`src/rtl/chll_pkg.sv`:
```
// ----------------------------------------------------------------------------
// chll_pkg
// Shared types and constants for the column statistics / distinct count core.
// ----------------------------------------------------------------------------
package chll_pkg;

    localparam int unsigned INDEX_BITS = 6;
    localparam int unsigned REG_COUNT  = 1 << INDEX_BITS;
    localparam int unsigned RANK_TOP   = 65 - INDEX_BITS;

    localparam logic [63:0] FNV_BASIS  = 64'hCBF29CE484222325;
    localparam logic [8:0]  FNV_LOW    = 9'h1B3;   // prime is 2^40 + 0x1B3
    localparam logic [47:0] MAX48      = 48'hFFFF_FFFF_FFFF;
    localparam logic [63:0] MIN_INIT   = 64'h7FFF_FFFF_FFFF_FFFF;
    localparam logic [63:0] MAX_INIT   = 64'h8000_0000_0000_0000;

    localparam int unsigned SUM_W = 66;
    localparam int unsigned DEN_W = 75;
    localparam int unsigned LIM_W = 83;
    localparam int unsigned QUO_W = 82;

    // 0.709 * 1000 scaled numerators: 709 * 2^71 for the limit, 709 * 2^72 for the divider
    localparam logic [LIM_W-1:0] LIN_LIMIT = LIM_W'(709) << 71;
    localparam logic [QUO_W-1:0] DIV_NUM   = QUO_W'(709) << 72;

    typedef struct packed {
        logic       load;
        logic       hash_step;
        logic       lzc_init;
        logic       lzc_step;
        logic       rd_en;
        logic       rd_sel_slot;
        logic [5:0] rd_addr;
        logic       upd_wr;
        logic       sum_clr;
        logic       sum_step;
        logic       sum_acc;
        logic       mul_step;
        logic       div_init;
        logic       div_step;
        logic       out_load;
    } chll_cmd_t;

    typedef struct packed {
        logic lzc_done;
        logic small_range;
        logic out_free;
    } chll_sts_t;

    // round(64 * ln(64 / z)) at position z-1
    function automatic logic [8:0] lin_count(input logic [5:0] idx);
        logic [8:0] r;
        case (idx)
            6'd0: r = 9'd266;  6'd1: r = 9'd222;  6'd2: r = 9'd196;  6'd3: r = 9'd177;
            6'd4: r = 9'd163;  6'd5: r = 9'd151;  6'd6: r = 9'd142;  6'd7: r = 9'd133;
            6'd8: r = 9'd126;  6'd9: r = 9'd119;  6'd10: r = 9'd113; 6'd11: r = 9'd107;
            6'd12: r = 9'd102; 6'd13: r = 9'd97;  6'd14: r = 9'd93;  6'd15: r = 9'd89;
            6'd16: r = 9'd85;  6'd17: r = 9'd81;  6'd18: r = 9'd78;  6'd19: r = 9'd74;
            6'd20: r = 9'd71;  6'd21: r = 9'd68;  6'd22: r = 9'd65;  6'd23: r = 9'd63;
            6'd24: r = 9'd60;  6'd25: r = 9'd58;  6'd26: r = 9'd55;  6'd27: r = 9'd53;
            6'd28: r = 9'd51;  6'd29: r = 9'd48;  6'd30: r = 9'd46;  6'd31: r = 9'd44;
            6'd32: r = 9'd42;  6'd33: r = 9'd40;  6'd34: r = 9'd39;  6'd35: r = 9'd37;
            6'd36: r = 9'd35;  6'd37: r = 9'd33;  6'd38: r = 9'd32;  6'd39: r = 9'd30;
            6'd40: r = 9'd28;  6'd41: r = 9'd27;  6'd42: r = 9'd25;  6'd43: r = 9'd24;
            6'd44: r = 9'd23;  6'd45: r = 9'd21;  6'd46: r = 9'd20;  6'd47: r = 9'd18;
            6'd48: r = 9'd17;  6'd49: r = 9'd16;  6'd50: r = 9'd15;  6'd51: r = 9'd13;
            6'd52: r = 9'd12;  6'd53: r = 9'd11;  6'd54: r = 9'd10;  6'd55: r = 9'd9;
            6'd56: r = 9'd7;   6'd57: r = 9'd6;   6'd58: r = 9'd5;   6'd59: r = 9'd4;
            6'd60: r = 9'd3;   6'd61: r = 9'd2;   6'd62: r = 9'd1;   6'd63: r = 9'd0;
            default: r = 9'd0;
        endcase
        return r;
    endfunction

endpackage

```
`src/rtl/column_stats_hll_update_core.sv`:
```
// sequence: a byte-wise hash of the input value, a rank search, a pass over the 64 rank
// registers and a restoring divider (skipped in the small range) run in turn for each item
// throughput: one item at a time; a new item is taken while the last result waits
// reset: aresetn synchronous active low, clears stats, rank valid bits and handshakes
// ----------------------------------------------------------------------------
// column_stats_hll_update_core
// Column min/max/row count with a 64-register distinct count sketch.
// ----------------------------------------------------------------------------
module column_stats_hll_update_core (
    input  logic               aclk,
    input  logic               aresetn,
    input  logic               s_valid,
    output logic               s_ready,
    input  logic signed [63:0] s_value,
    output logic               m_valid,
    input  logic               m_ready,
    output logic signed [63:0] m_min_value,
    output logic signed [63:0] m_max_value,
    output logic [47:0]        m_rows_seen,
    output logic [47:0]        m_distinct_estimate
);
    import chll_pkg::*;

    chll_cmd_t cmd;
    chll_sts_t sts;

    chll_ctrl u_ctrl (
        .aclk    (aclk),
        .aresetn (aresetn),
        .s_valid (s_valid),
        .s_ready (s_ready),
        .sts     (sts),
        .cmd     (cmd)
    );

    chll_dp u_dp (
        .aclk                (aclk),
        .aresetn             (aresetn),
        .cmd                 (cmd),
        .sts                 (sts),
        .s_value             (s_value),
        .m_valid             (m_valid),
        .m_ready             (m_ready),
        .m_min_value         (m_min_value),
        .m_max_value         (m_max_value),
        .m_rows_seen         (m_rows_seen),
        .m_distinct_estimate (m_distinct_estimate)
    );

endmodule

```
`src/rtl/chll_ctrl.sv`:
```
// ----------------------------------------------------------------------------
// chll_ctrl
// Sequencer: hash, rank search, register update, sum, divide (skipped in the small range), deliver.
// ----------------------------------------------------------------------------
module chll_ctrl (
    input  logic                aclk,
    input  logic                aresetn,
    input  logic                s_valid,
    output logic                s_ready,
    input  chll_pkg::chll_sts_t sts,
    output chll_pkg::chll_cmd_t cmd
);
    import chll_pkg::*;

    localparam logic [3:0] ST_IDLE = 4'd0;
    localparam logic [3:0] ST_HASH = 4'd1;
    localparam logic [3:0] ST_LZI  = 4'd2;
    localparam logic [3:0] ST_LZC  = 4'd3;
    localparam logic [3:0] ST_UPD  = 4'd4;
    localparam logic [3:0] ST_SUM  = 4'd5;
    localparam logic [3:0] ST_MUL  = 4'd6;
    localparam logic [3:0] ST_CHK  = 4'd7;
    localparam logic [3:0] ST_DIV  = 4'd8;
    localparam logic [3:0] ST_FIN  = 4'd9;

    logic [3:0] state_reg, state_next;
    logic [6:0] cnt_reg, cnt_next;

    always_ff @(posedge aclk) begin
        if (!aresetn) begin
            state_reg <= ST_IDLE;
            cnt_reg   <= '0;
        end else begin
            state_reg <= state_next;
            cnt_reg   <= cnt_next;
        end
    end

    always_comb begin
        state_next = state_reg;
        cnt_next   = cnt_reg;
        cmd        = '0;
        s_ready    = 1'b0;
        case (state_reg)
            ST_IDLE: begin
                s_ready = 1'b1;
                if (s_valid) begin
                    cmd.load   = 1'b1;
                    cnt_next   = '0;
                    state_next = ST_HASH;
                end
            end
            ST_HASH: begin
                cmd.hash_step = 1'b1;
                cnt_next      = cnt_reg + 7'd1;
                if (cnt_reg == 7'd7) begin
                    state_next = ST_LZI;
                end
            end
            ST_LZI: begin
                cmd.lzc_init = 1'b1;
                state_next   = ST_LZC;
            end
            ST_LZC: begin
                cmd.lzc_step    = 1'b1;
                cmd.rd_en       = 1'b1;
                cmd.rd_sel_slot = 1'b1;
                if (sts.lzc_done) begin
                    state_next = ST_UPD;
                end
            end
            ST_UPD: begin
                cmd.upd_wr  = 1'b1;
                cmd.sum_clr = 1'b1;
                cnt_next    = '0;
                state_next  = ST_SUM;
            end
            ST_SUM: begin
                // read address leads the accumulator by the registered read data
                cmd.rd_en    = ~cnt_reg[6];
                cmd.rd_addr  = cnt_reg[5:0];
                cmd.sum_step = 1'b1;
                cmd.sum_acc  = (cnt_reg != 7'd0);
                cnt_next     = cnt_reg + 7'd1;
                if (cnt_reg[6]) begin
                    state_next = ST_MUL;
                end
            end
            ST_MUL: begin
                cmd.mul_step = 1'b1;
                state_next   = ST_CHK;
            end
            ST_CHK: begin
                cmd.div_init = 1'b1;
                cnt_next     = '0;
                state_next   = sts.small_range ? ST_FIN : ST_DIV;
            end
            ST_DIV: begin
                cmd.div_step = 1'b1;
                cnt_next     = cnt_reg + 7'd1;
                if (cnt_reg == 7'(QUO_W - 1)) begin
                    state_next = ST_FIN;
                end
            end
            ST_FIN: begin
                if (sts.out_free) begin
                    cmd.out_load = 1'b1;
                    state_next   = ST_IDLE;
                end
            end
            default: begin
                state_next = ST_IDLE;
            end
        endcase
    end

endmodule

```
`src/rtl/chll_dp.sv`:
```
// ----------------------------------------------------------------------------
// chll_dp
// Datapath: running stats, FNV-1a hash, rank memory, harmonic sum, divider
// and the output register.
// ----------------------------------------------------------------------------
module chll_dp (
    input  logic                aclk,
    input  logic                aresetn,
    input  chll_pkg::chll_cmd_t cmd,
    output chll_pkg::chll_sts_t sts,
    input  logic signed [63:0]  s_value,
    output logic                m_valid,
    input  logic                m_ready,
    output logic signed [63:0]  m_min_value,
    output logic signed [63:0]  m_max_value,
    output logic [47:0]         m_rows_seen,
    output logic [47:0]         m_distinct_estimate
);
    import chll_pkg::*;

    function automatic logic [5:0] lz8(input logic [7:0] b);
        logic [5:0] n;
        logic       hit;
        n   = 6'd8;
        hit = 1'b0;
        for (int i = 7; i >= 0; i--) begin
            if (b[i] && !hit) begin
                n   = 6'(7 - i);
                hit = 1'b1;
            end
        end
        return n;
    endfunction

    logic signed [63:0] min_reg, max_reg;
    logic [47:0]        rows_reg;
    logic [63:0]        val_reg;
    logic [63:0]        hash_reg;
    logic [63:0]        w_reg;
    logic [5:0]         rank_reg;
    logic [5:0]         slot_reg;

    logic [5:0]         rank_mem [REG_COUNT];
    logic [REG_COUNT-1:0] rank_vld_reg;
    logic [5:0]         rd_data_reg;
    logic [5:0]         rd_addr;

    logic [SUM_W-1:0]   sum_reg;
    logic [6:0]         zeros_reg;
    logic [DEN_W-1:0]   den_reg;
    logic [DEN_W:0]     rem_reg;
    logic [QUO_W-1:0]   quo_reg;
    logic [QUO_W-1:0]   num_reg;
    logic               small_reg;

    logic               m_valid_reg;
    logic signed [63:0] m_min_reg, m_max_reg;
    logic [47:0]        m_rows_reg, m_est_reg;

    // hash step: (h ^ byte) * (2^40 + 0x1B3) mod 2^64
    logic [63:0] hx;
    logic [63:0] hash_next;
    assign hx        = hash_reg ^ {56'd0, val_reg[7:0]};
    assign hash_next = (hx << 40) + 64'(hx * {55'd0, FNV_LOW});

    // harmonic term 2^(59 - r), r clamped
    logic [5:0]       r_cl;
    logic [SUM_W-1:0] term;
    assign r_cl = (rd_data_reg > 6'(RANK_TOP)) ? 6'(RANK_TOP) : rd_data_reg;
    assign term = SUM_W'(1) << (6'(RANK_TOP) - r_cl);

    logic [LIM_W-1:0] lim;
    assign lim = (LIM_W'(den_reg) << 7) + (LIM_W'(den_reg) << 5);

    logic [DEN_W:0] rem_sh;
    logic           rem_ge;
    assign rem_sh = {rem_reg[DEN_W-1:0], num_reg[QUO_W-1]};
    assign rem_ge = (rem_sh >= {1'b0, den_reg});

    logic [QUO_W:0]   q_inc;
    logic [QUO_W-1:0] q_half;
    logic [47:0]      est;
    assign q_inc  = {1'b0, quo_reg} + (QUO_W+1)'(1);
    assign q_half = q_inc[QUO_W:1];
    always_comb begin
        if (small_reg) begin
            est = 48'(lin_count(6'(zeros_reg - 7'd1)));
        end else if (|q_half[QUO_W-1:48]) begin
            est = MAX48;
        end else begin
            est = q_half[47:0];
        end
    end

    assign rd_addr = cmd.rd_sel_slot ? slot_reg : cmd.rd_addr;

    assign sts.lzc_done    = (w_reg[63:56] != 8'd0);
    assign sts.small_range = (zeros_reg != 7'd0) && (lim >= LIN_LIMIT);
    assign sts.out_free    = !m_valid_reg || m_ready;

    // control state
    always_ff @(posedge aclk) begin
        if (!aresetn) begin
            min_reg      <= MIN_INIT;
            max_reg      <= MAX_INIT;
            rows_reg     <= '0;
            rank_vld_reg <= '0;
            m_valid_reg  <= 1'b0;
        end else begin
            if (cmd.load) begin
                if (s_value < min_reg) min_reg <= s_value;
                if (s_value > max_reg) max_reg <= s_value;
                if (rows_reg != MAX48) rows_reg <= rows_reg + 48'd1;
            end
            if (cmd.upd_wr && (rank_reg > rd_data_reg)) begin
                rank_vld_reg[slot_reg] <= 1'b1;
            end
            if (cmd.out_load) begin
                m_valid_reg <= 1'b1;
            end else if (m_ready) begin
                m_valid_reg <= 1'b0;
            end
        end
    end

    // rank memory
    always_ff @(posedge aclk) begin
        if (cmd.upd_wr && (rank_reg > rd_data_reg)) begin
            rank_mem[slot_reg] <= rank_reg;
        end
        if (cmd.rd_en) begin
            rd_data_reg <= rank_vld_reg[rd_addr] ? rank_mem[rd_addr] : 6'd0;
        end
    end

    // payload
    always_ff @(posedge aclk) begin
        if (cmd.load) begin
            val_reg  <= s_value;
            hash_reg <= FNV_BASIS;
        end
        if (cmd.hash_step) begin
            hash_reg <= hash_next;
            val_reg  <= val_reg >> 8;
        end
        if (cmd.lzc_init) begin
            w_reg    <= {hash_reg[63-INDEX_BITS:0], 1'b1, 5'd0};
            rank_reg <= 6'd1;
            slot_reg <= hash_reg[63:64-INDEX_BITS];
        end
        if (cmd.lzc_step) begin
            if (w_reg[63:56] == 8'd0) begin
                w_reg    <= w_reg << 8;
                rank_reg <= rank_reg + 6'd8;
            end else begin
                rank_reg <= rank_reg + lz8(w_reg[63:56]);
            end
        end
        if (cmd.sum_clr) begin
            sum_reg   <= '0;
            zeros_reg <= '0;
        end
        if (cmd.sum_step && cmd.sum_acc) begin
            sum_reg <= sum_reg + term;
            if (rd_data_reg == 6'd0) zeros_reg <= zeros_reg + 7'd1;
        end
        if (cmd.mul_step) begin
            // s * 1000 = s*1024 - s*16 - s*8
            den_reg <= (DEN_W'(sum_reg) << 10) - (DEN_W'(sum_reg) << 4)
                       - (DEN_W'(sum_reg) << 3);
        end
        if (cmd.div_init) begin
            rem_reg   <= '0;
            quo_reg   <= '0;
            num_reg   <= DIV_NUM;
            small_reg <= sts.small_range;
        end
        if (cmd.div_step) begin
            rem_reg <= rem_ge ? (rem_sh - {1'b0, den_reg}) : rem_sh;
            quo_reg <= {quo_reg[QUO_W-2:0], rem_ge};
            num_reg <= num_reg << 1;
        end
        if (cmd.out_load) begin
            m_min_reg  <= min_reg;
            m_max_reg  <= max_reg;
            m_rows_reg <= rows_reg;
            m_est_reg  <= est;
        end
    end

    assign m_valid             = m_valid_reg;
    assign m_min_value         = m_min_reg;
    assign m_max_value         = m_max_reg;
    assign m_rows_seen         = m_rows_reg;
    assign m_distinct_estimate = m_est_reg;

endmodule

```
`config.mk`:
```
export PLATFORM = sky130hd
export DESIGN_NAME = column_stats_hll_update_core
export DESIGN_NICKNAME = d
export VERILOG_FILES = /design/src/rtl/chll_pkg.sv /design/src/rtl/column_stats_hll_update_core.sv /design/src/rtl/chll_ctrl.sv /design/src/rtl/chll_dp.sv
export SDC_FILE = /design/constraint.sdc
export NUM_CORES = 2
export LEC_CHECK = 0
export BUFFER_PORTS_ARGS = -buffer_cell sky130_fd_sc_hd__buf_2
export CAP_MARGIN = 10
export CORE_MARGIN = 2
export CORE_UTILIZATION = 45
export CTS_CLUSTER_SIZE = 30
export DETAILED_ROUTE_END_ITERATION = 10
export GPL_ROUTABILITY_DRIVEN = 0
export HOLD_SLACK_MARGIN = 0.03
export MAX_ROUTING_LAYER = met4
export SLEW_MARGIN = 25
export SYNTH_ARGS = -nofsm -noshare
export SYNTH_HDL_FRONTEND = slang
export SYNTH_HIERARCHICAL = 1
export SYNTH_SLANG_ARGS = --single-unit
```
`constraint.sdc`:
```
create_clock -name aclk -period 35 [get_ports aclk]
set_clock_uncertainty 0.15 [all_clocks]
set_input_delay 1.75 -clock aclk [delete_from_list [all_inputs] [get_ports aclk]]
set_output_delay 1.75 -clock aclk [all_outputs]
set_load 0.005 [all_outputs]
```
* Word level (Yosys, flattened, before mapping)
Memories as Yosys holds them, arrays and structs flattened. A register that Yosys moved wholly into a read port is not among the register bits.
Index checks and enable logic that the tools add are counted.
** Word-level totals
- Logic and storage cells :: 205
- Memory bits (read-only) :: 576
- Bits of input ports :: 68
- Output and inout bits :: 226
- Memories :: 2
- Flip-flop bits (word level) :: 996
- Memory bits (writable) :: 384
** Memories
- (no name shown) :: words 64, width 9, rd ports 1, clocked after Yosys merged registers in 0, write ports 0, RTL line chll_pkg.sv:53 : case (idx)
- u_dp.rank_mem :: words 64, width 6, rd ports 1, clocked after Yosys merged registers in 1, write ports 1, RTL line chll_dp.sv:43 : logic [5:0] rank_mem [REG_COUNT];
** Cells by class
- $lt $le $gt $ge :: 9
- Reduce and logical (&&, ||, !) cells :: 41
- $add $sub $neg :: 14
- Equality and inequality tests :: 18
- Shift-type cells :: 1
- Multiplexer cells :: 90
- Bitwise operators :: 3
- $mul :: 1
** Operator list (number)
- $mux 82 :: 4
- $mux 64 :: 5
- $mux 75 :: 3
- $mux 66 :: 2
- $mux 56 :: 2
- $add 82x1->83 const B :: 1
- $add 82x80->83 :: 1
- $ge 83x81->1 const B :: 1
- $ge 76x75->1 :: 1
- $sub 75x69->75 :: 1
- $sub 75x70->75 :: 1
- $sub 75x75->75 :: 1
- $add 66x66->66 :: 1
- $shl 1x6->66 const A :: 1
- $add 64x64->64 :: 1
- $gt 64x64->1 :: 1
- $lt 64x64->1 :: 1
- $mul 64x9->64 const B :: 1
- $or 64x64->64 :: 1
- $xor 64x8->64 :: 1
- $mux 4 :: 14
- $add 48x1->48 const B :: 1
- $mux 48 :: 1
- $mux 6 :: 8
- other kinds (43) :: 122

* Depth between registers and ports, before layout
- Depth after elaboration :: 41
- Mapped depth :: 24
- Gate-level depth less buffers :: 23

* Cells and area by module
The synthesis kept the hierarchy.
** Modules (own cells, without submodules)
- chll_dp :: cells each 8063, area each 86045.0 sq um, times used 1, seq. area each 37996.4 sq um
- chll_ctrl :: cells each 124, area each 914.6 sq um, times used 1, seq. area each 220.2 sq um

* Worst setup path before layout
No wires, ideal clock.
- Path type :: input to register
- Start :: input m_ready
- End :: register u_dp.m_est_reg[0] (netlist: u_dp/m_distinct_estimate[0]), enable pin
- Stages on the path :: 3
- Library setup time :: 0.813 ns
- Path slack :: 22.773 ns
- Data arrival time :: 11.264 ns
- Buffers on the path :: 0
- Data required time :: 34.037 ns
- Path through :: nand2b_1 -> nand3_1 -> nor2_1
** RTL lines
- start, declared :: RTL line column_stats_hll_update_core.sv:16 : input logic m_ready,
- end signal, assigned :: RTL line chll_dp.sv:187 : m_est_reg <= est;
- end, declared :: RTL line chll_dp.sv:58 : logic [47:0] m_rows_reg, m_est_reg;

* Final worst setup path
- Start :: register u_dp.hash_reg[0]
- End :: register u_dp.hash_reg[62] (data pin)
** On the way
- Word-level cells in the longest chain between the ends :: 4
** RTL lines
- start, declared :: RTL line chll_dp.sv:38 : logic [63:0] hash_reg;
- start signal, assigned :: RTL line chll_dp.sv:143 : hash_reg <= hash_next;
- $xor 64x8->64 (*) :: RTL line chll_dp.sv:63 : assign hx = hash_reg ^ {56'd0, val_reg[7:0]};
- $mul 64x9->64 :: RTL line chll_dp.sv:64 : assign hash_next = (hx << 40) + 64'(hx * {55'd0, FNV_LOW});
- $add 64x64->64 (*) :: RTL line chll_dp.sv:64
- $mux 64 (*) :: RTL line chll_dp.sv:142 : if (cmd.hash_step) begin
Mark *: on every way between the ends. The rest lies on a longest branch, timed or not.
A chain may end at the register's enable or synchronous reset.

==> run_results.csv <==
group,metric,value,unit
status,status,"complete, no violations",
critical_path,cp_slowest_stage_delay,600,ps
synthesis,syn-num-nets,9173,
synthesis,post_synth.cell_area_avg,10.6,um2
critical_path,worst-endpoint-required,35410,ps
detailed_routing,drt-vias-per-instance,5.63,
clock_network,clk_root_buffer_cell,"sky130_fd_sc_hd__clkbuf_16",
synthesis,dominantRegCellSynth,"sky130_fd_sc_hd__edfxtp_1",
critical_path,critical_path_peak_fanout,5,
critical_path,worst_ep_arrival_time,7800,ps
sta,slew_at_the_pin_closest_to_its_max_slew_limit,1160,ps
global_route,grt_start_max_net_pins,169,
floorplanning,coreArea,192000,um2
detailed_routing,antenna_left,0,
clock_network,numClockSinks,1383,
synthesis,synth_warnings,6,
synthesis,synth_simple_gate_area_share,13.2,%
detailed_routing,drt_first_iter_violations,4981,
critical_path,timing.critical_path.mode_cell,"sky130_fd_sc_hd__ha_1",
sta,fin_setup_tns,0,ps
detailed_routing,post_drt_wl_per_cell,20.8,um
synthesis,synth_cell_type_count,97,
hold_path,worstHoldPathType,"reg2reg",
synthesis,synthAdderAreaFrac,15.9,%
sta,final_min_period_over_clock_period,21.1,%
clock_network,h-tree-depth,4,
sta,timing.final.setup_violations,0,
synthesis,synth_enable_flop_cells,1052,
sta,timing.final.crit_period,7400,ps
synthesis,synth_seq_cells,1383,
clock_network,post-cts-setup-buffer-count,0,
critical_path,cp_slowest_cell,"sky130_fd_sc_hd__o41ai_2",
synthesis,post_synth_instance_area,87000,um2
synthesis,post_synth_mux_area_share,5.98,%
critical_path,timing.critical_path.from_type,"register",
synthesis,synthArstFlopShare,0,%
sta,rsz0062_at_grt,"no",
synthesis,synth_top_area_cell,"sky130_fd_sc_hd__edfxtp_1",
synthesis,post_synth_main_area_contributors,"sky130_fd_sc_hd__edfxtp_1, sky130_fd_sc_hd__ha_1, sky130_fd_sc_hd__dfxtp_1, sky130_fd_sc_hd__fa_1, sky130_fd_sc_hd__inv_1",
floorplanning,fp.dieArea,197000,um2
detailed_routing,num_vias,62219,
placement,placement.io_buffers,293,
cells_and_area,synthToLayoutAreaGrowth,10.8,%
clock_network,worst_skew_pair_latency,820,ps
sta,report.final.slew_viol_count,0,
floorplanning,floorplan.rows,161,
floorplanning,design.portCount,294,
synthesis,synth_compound_area_share,12.0,%
synthesis,synth.top_cells.by_count,"sky130_fd_sc_hd__edfxtp_1, sky130_fd_sc_hd__inv_1, sky130_fd_sc_hd__nand2_1, sky130_fd_sc_hd__ha_1, sky130_fd_sc_hd__nor2_1",
cells_and_area,final_layout_size_suffix_gt1_share,9.88,%
global_route,first_pass_grt_wire_length,359000,um
global_route,grt_overflow_total,0,
global_route,globalRouteTotalUtil,23.8,%
cells_and_area,largest_reg_flops,384,
detailed_routing,firstDrtPassIters,6,
synthesis,synth_xor_area_share,3.72,%
synthesis,post-synth-top-count-cell,"sky130_fd_sc_hd__edfxtp_1",
clock_network,cts-root-to-sink-buffers,3,
synthesis,synth.top_cell.area_share,36.3,%
floorplanning,chipWidth,444,um
synthesis,synthCells,8187,
floorplanning,fp.dieH,444,um
critical_path,cp_cell_sequence,"xnor2_1, inv_1, ha_1, ha_1, inv_1, fa_1, fa_1, inv_1, ha_1, ha_1, o21ai_1, o21a_1, or2_2, nor4_2, o31a_1, o211ai_1, a21oi_1, a41oi_2, o41ai_2, o221ai_1, mux2_2",
placement,dpl.hpwl,170000,um
synthesis,synth_top_family_by_area,"adder cells",
cells_and_area,nNetsFinal,9363,
sta,slew_headroom,22.8,%
cells_and_area,final_core_util,50.1,%
flow_run,drv_cap,0,
clock_network,tritoncts.num_buffers,158,
clock_network,tritoncts,"built",
global_route,number_of_global_route_vias_before_repair,61349,
critical_path,crit_type,"reg2reg",
critical_path,setup.worst_path.end_class,"register",
clock_network,number_of_gates_resized_after_cts,0,
clock_network,clock_edge_transition_at_the_registers_on_the_reported_setup_and_hold_paths,60,ps
sta,final-hold-violation-count,0,
synthesis,ys_seq_area_share,43.9,%
critical_path,rrSetupSlack,27600,ps
sta,max_freq,135,MHz
global_route,antenna_found_initial,20,
detailed_routing,drt_wl_total,230000,um
detailed_routing,drc,0,
floorplanning,initial_core_util,45.2,%
clock_network,post_cts_hold_buffer_count,0,
==> cells in the final DEF (no fill, tap or decap), types with 292 or more instances in the layout <==
master	n
sky130_fd_sc_hd__edfxtp_1	1052
sky130_fd_sc_hd__inv_1	874
sky130_fd_sc_hd__nand2_1	639
sky130_fd_sc_hd__ha_1	608
sky130_fd_sc_hd__nor2_1	492
sky130_fd_sc_hd__a21oi_1	438
sky130_fd_sc_hd__o21ai_0	376
sky130_fd_sc_hd__dfxtp_1	331
sky130_fd_sc_hd__fa_1	310
sky130_fd_sc_hd__buf_2	292
==> layout make-up <==
| class | count | area (um2) |
|---|---|---|
| clock inverters | 81 | 1000 |
| clock buffers | 213 | 4400 |
| flip-flops and latches | 1383 | 38200 |
| diodes | 12 | 30.0 |
| inverters | 879 | 3300 |
| multi-input cells | 5606 | 44300 |
| fillers | 17339 | 95800 |
| well taps | 2526 | 3160 |
| repair buffers | 349 | 1950 |
==> cell families (layout without fill, tap and decap cells) <==
logic type,after synthesis,in the layout
AOI/OAI and AO/OA,1618,1618
xor gates and xnor gates,369,369
adders and majority gates,918,918
buffers and inverters,1198,1522
DFF,1383,1383
muxes,372,372
other,0,12
and+or+nand+nor,2329,2329
==> per-stage QoR <==
| stage | hold WS (ps) | cell area (um2) | worst slack, ps | std cells |
|---|---|---|---|---|
| floorplan | 258 | 87000 | 22770 | 8187 |
| global placement | 266 | 90900 | 27860 | 10741 |
| detailed placement | 274 | 90900 | 27720 | 10742 |
| CTS | 289 | 96300 | 27660 | 11036 |
| global route | 293 | 96400 | 27220 | 11049 |
| finish | 290 | 96400 | 27600 | 11049 |
==> routing by layer <==
metal	global-route usage, %	routed length (um)	vias to the layer above
met5	-	0	-
met4	7.81	7970	0
met3	3.11	11200	372
met2	38.5	110000	1748
met1	30.9	101000	30543
li1	-	-	29556
==> worst paths after layout <==
kind,start,end,depth (start not counted)
max,u_dp/hash_reg[0],u_dp/hash_reg[62],21
min,u_dp/rows_reg[35],u_dp/m_rows_seen[35],0
max reg2reg,u_dp/hash_reg[0],u_dp/hash_reg[62],21
min reg2reg,u_dp/rows_reg[35],u_dp/m_rows_seen[35],0
==> critical path, delay by kind of cell (launching register included) <==
| family | cells | cell delay (ps) |
|---|---|---|
| AOI/OAI and AO/OA | 8 | 2300 |
| xor gates and xnor gates | 1 | 570 |
| adders and majority gates | 6 | 2360 |
| DFF | 1 | 400 |
| and+or+nand+nor | 2 | 730 |
| buffers and inverters | 3 | 330 |
| muxes | 1 | 290 |
Power is not shown: default switching activity piles up to over one toggle a cycle in this logic, so the estimate is an artifact.
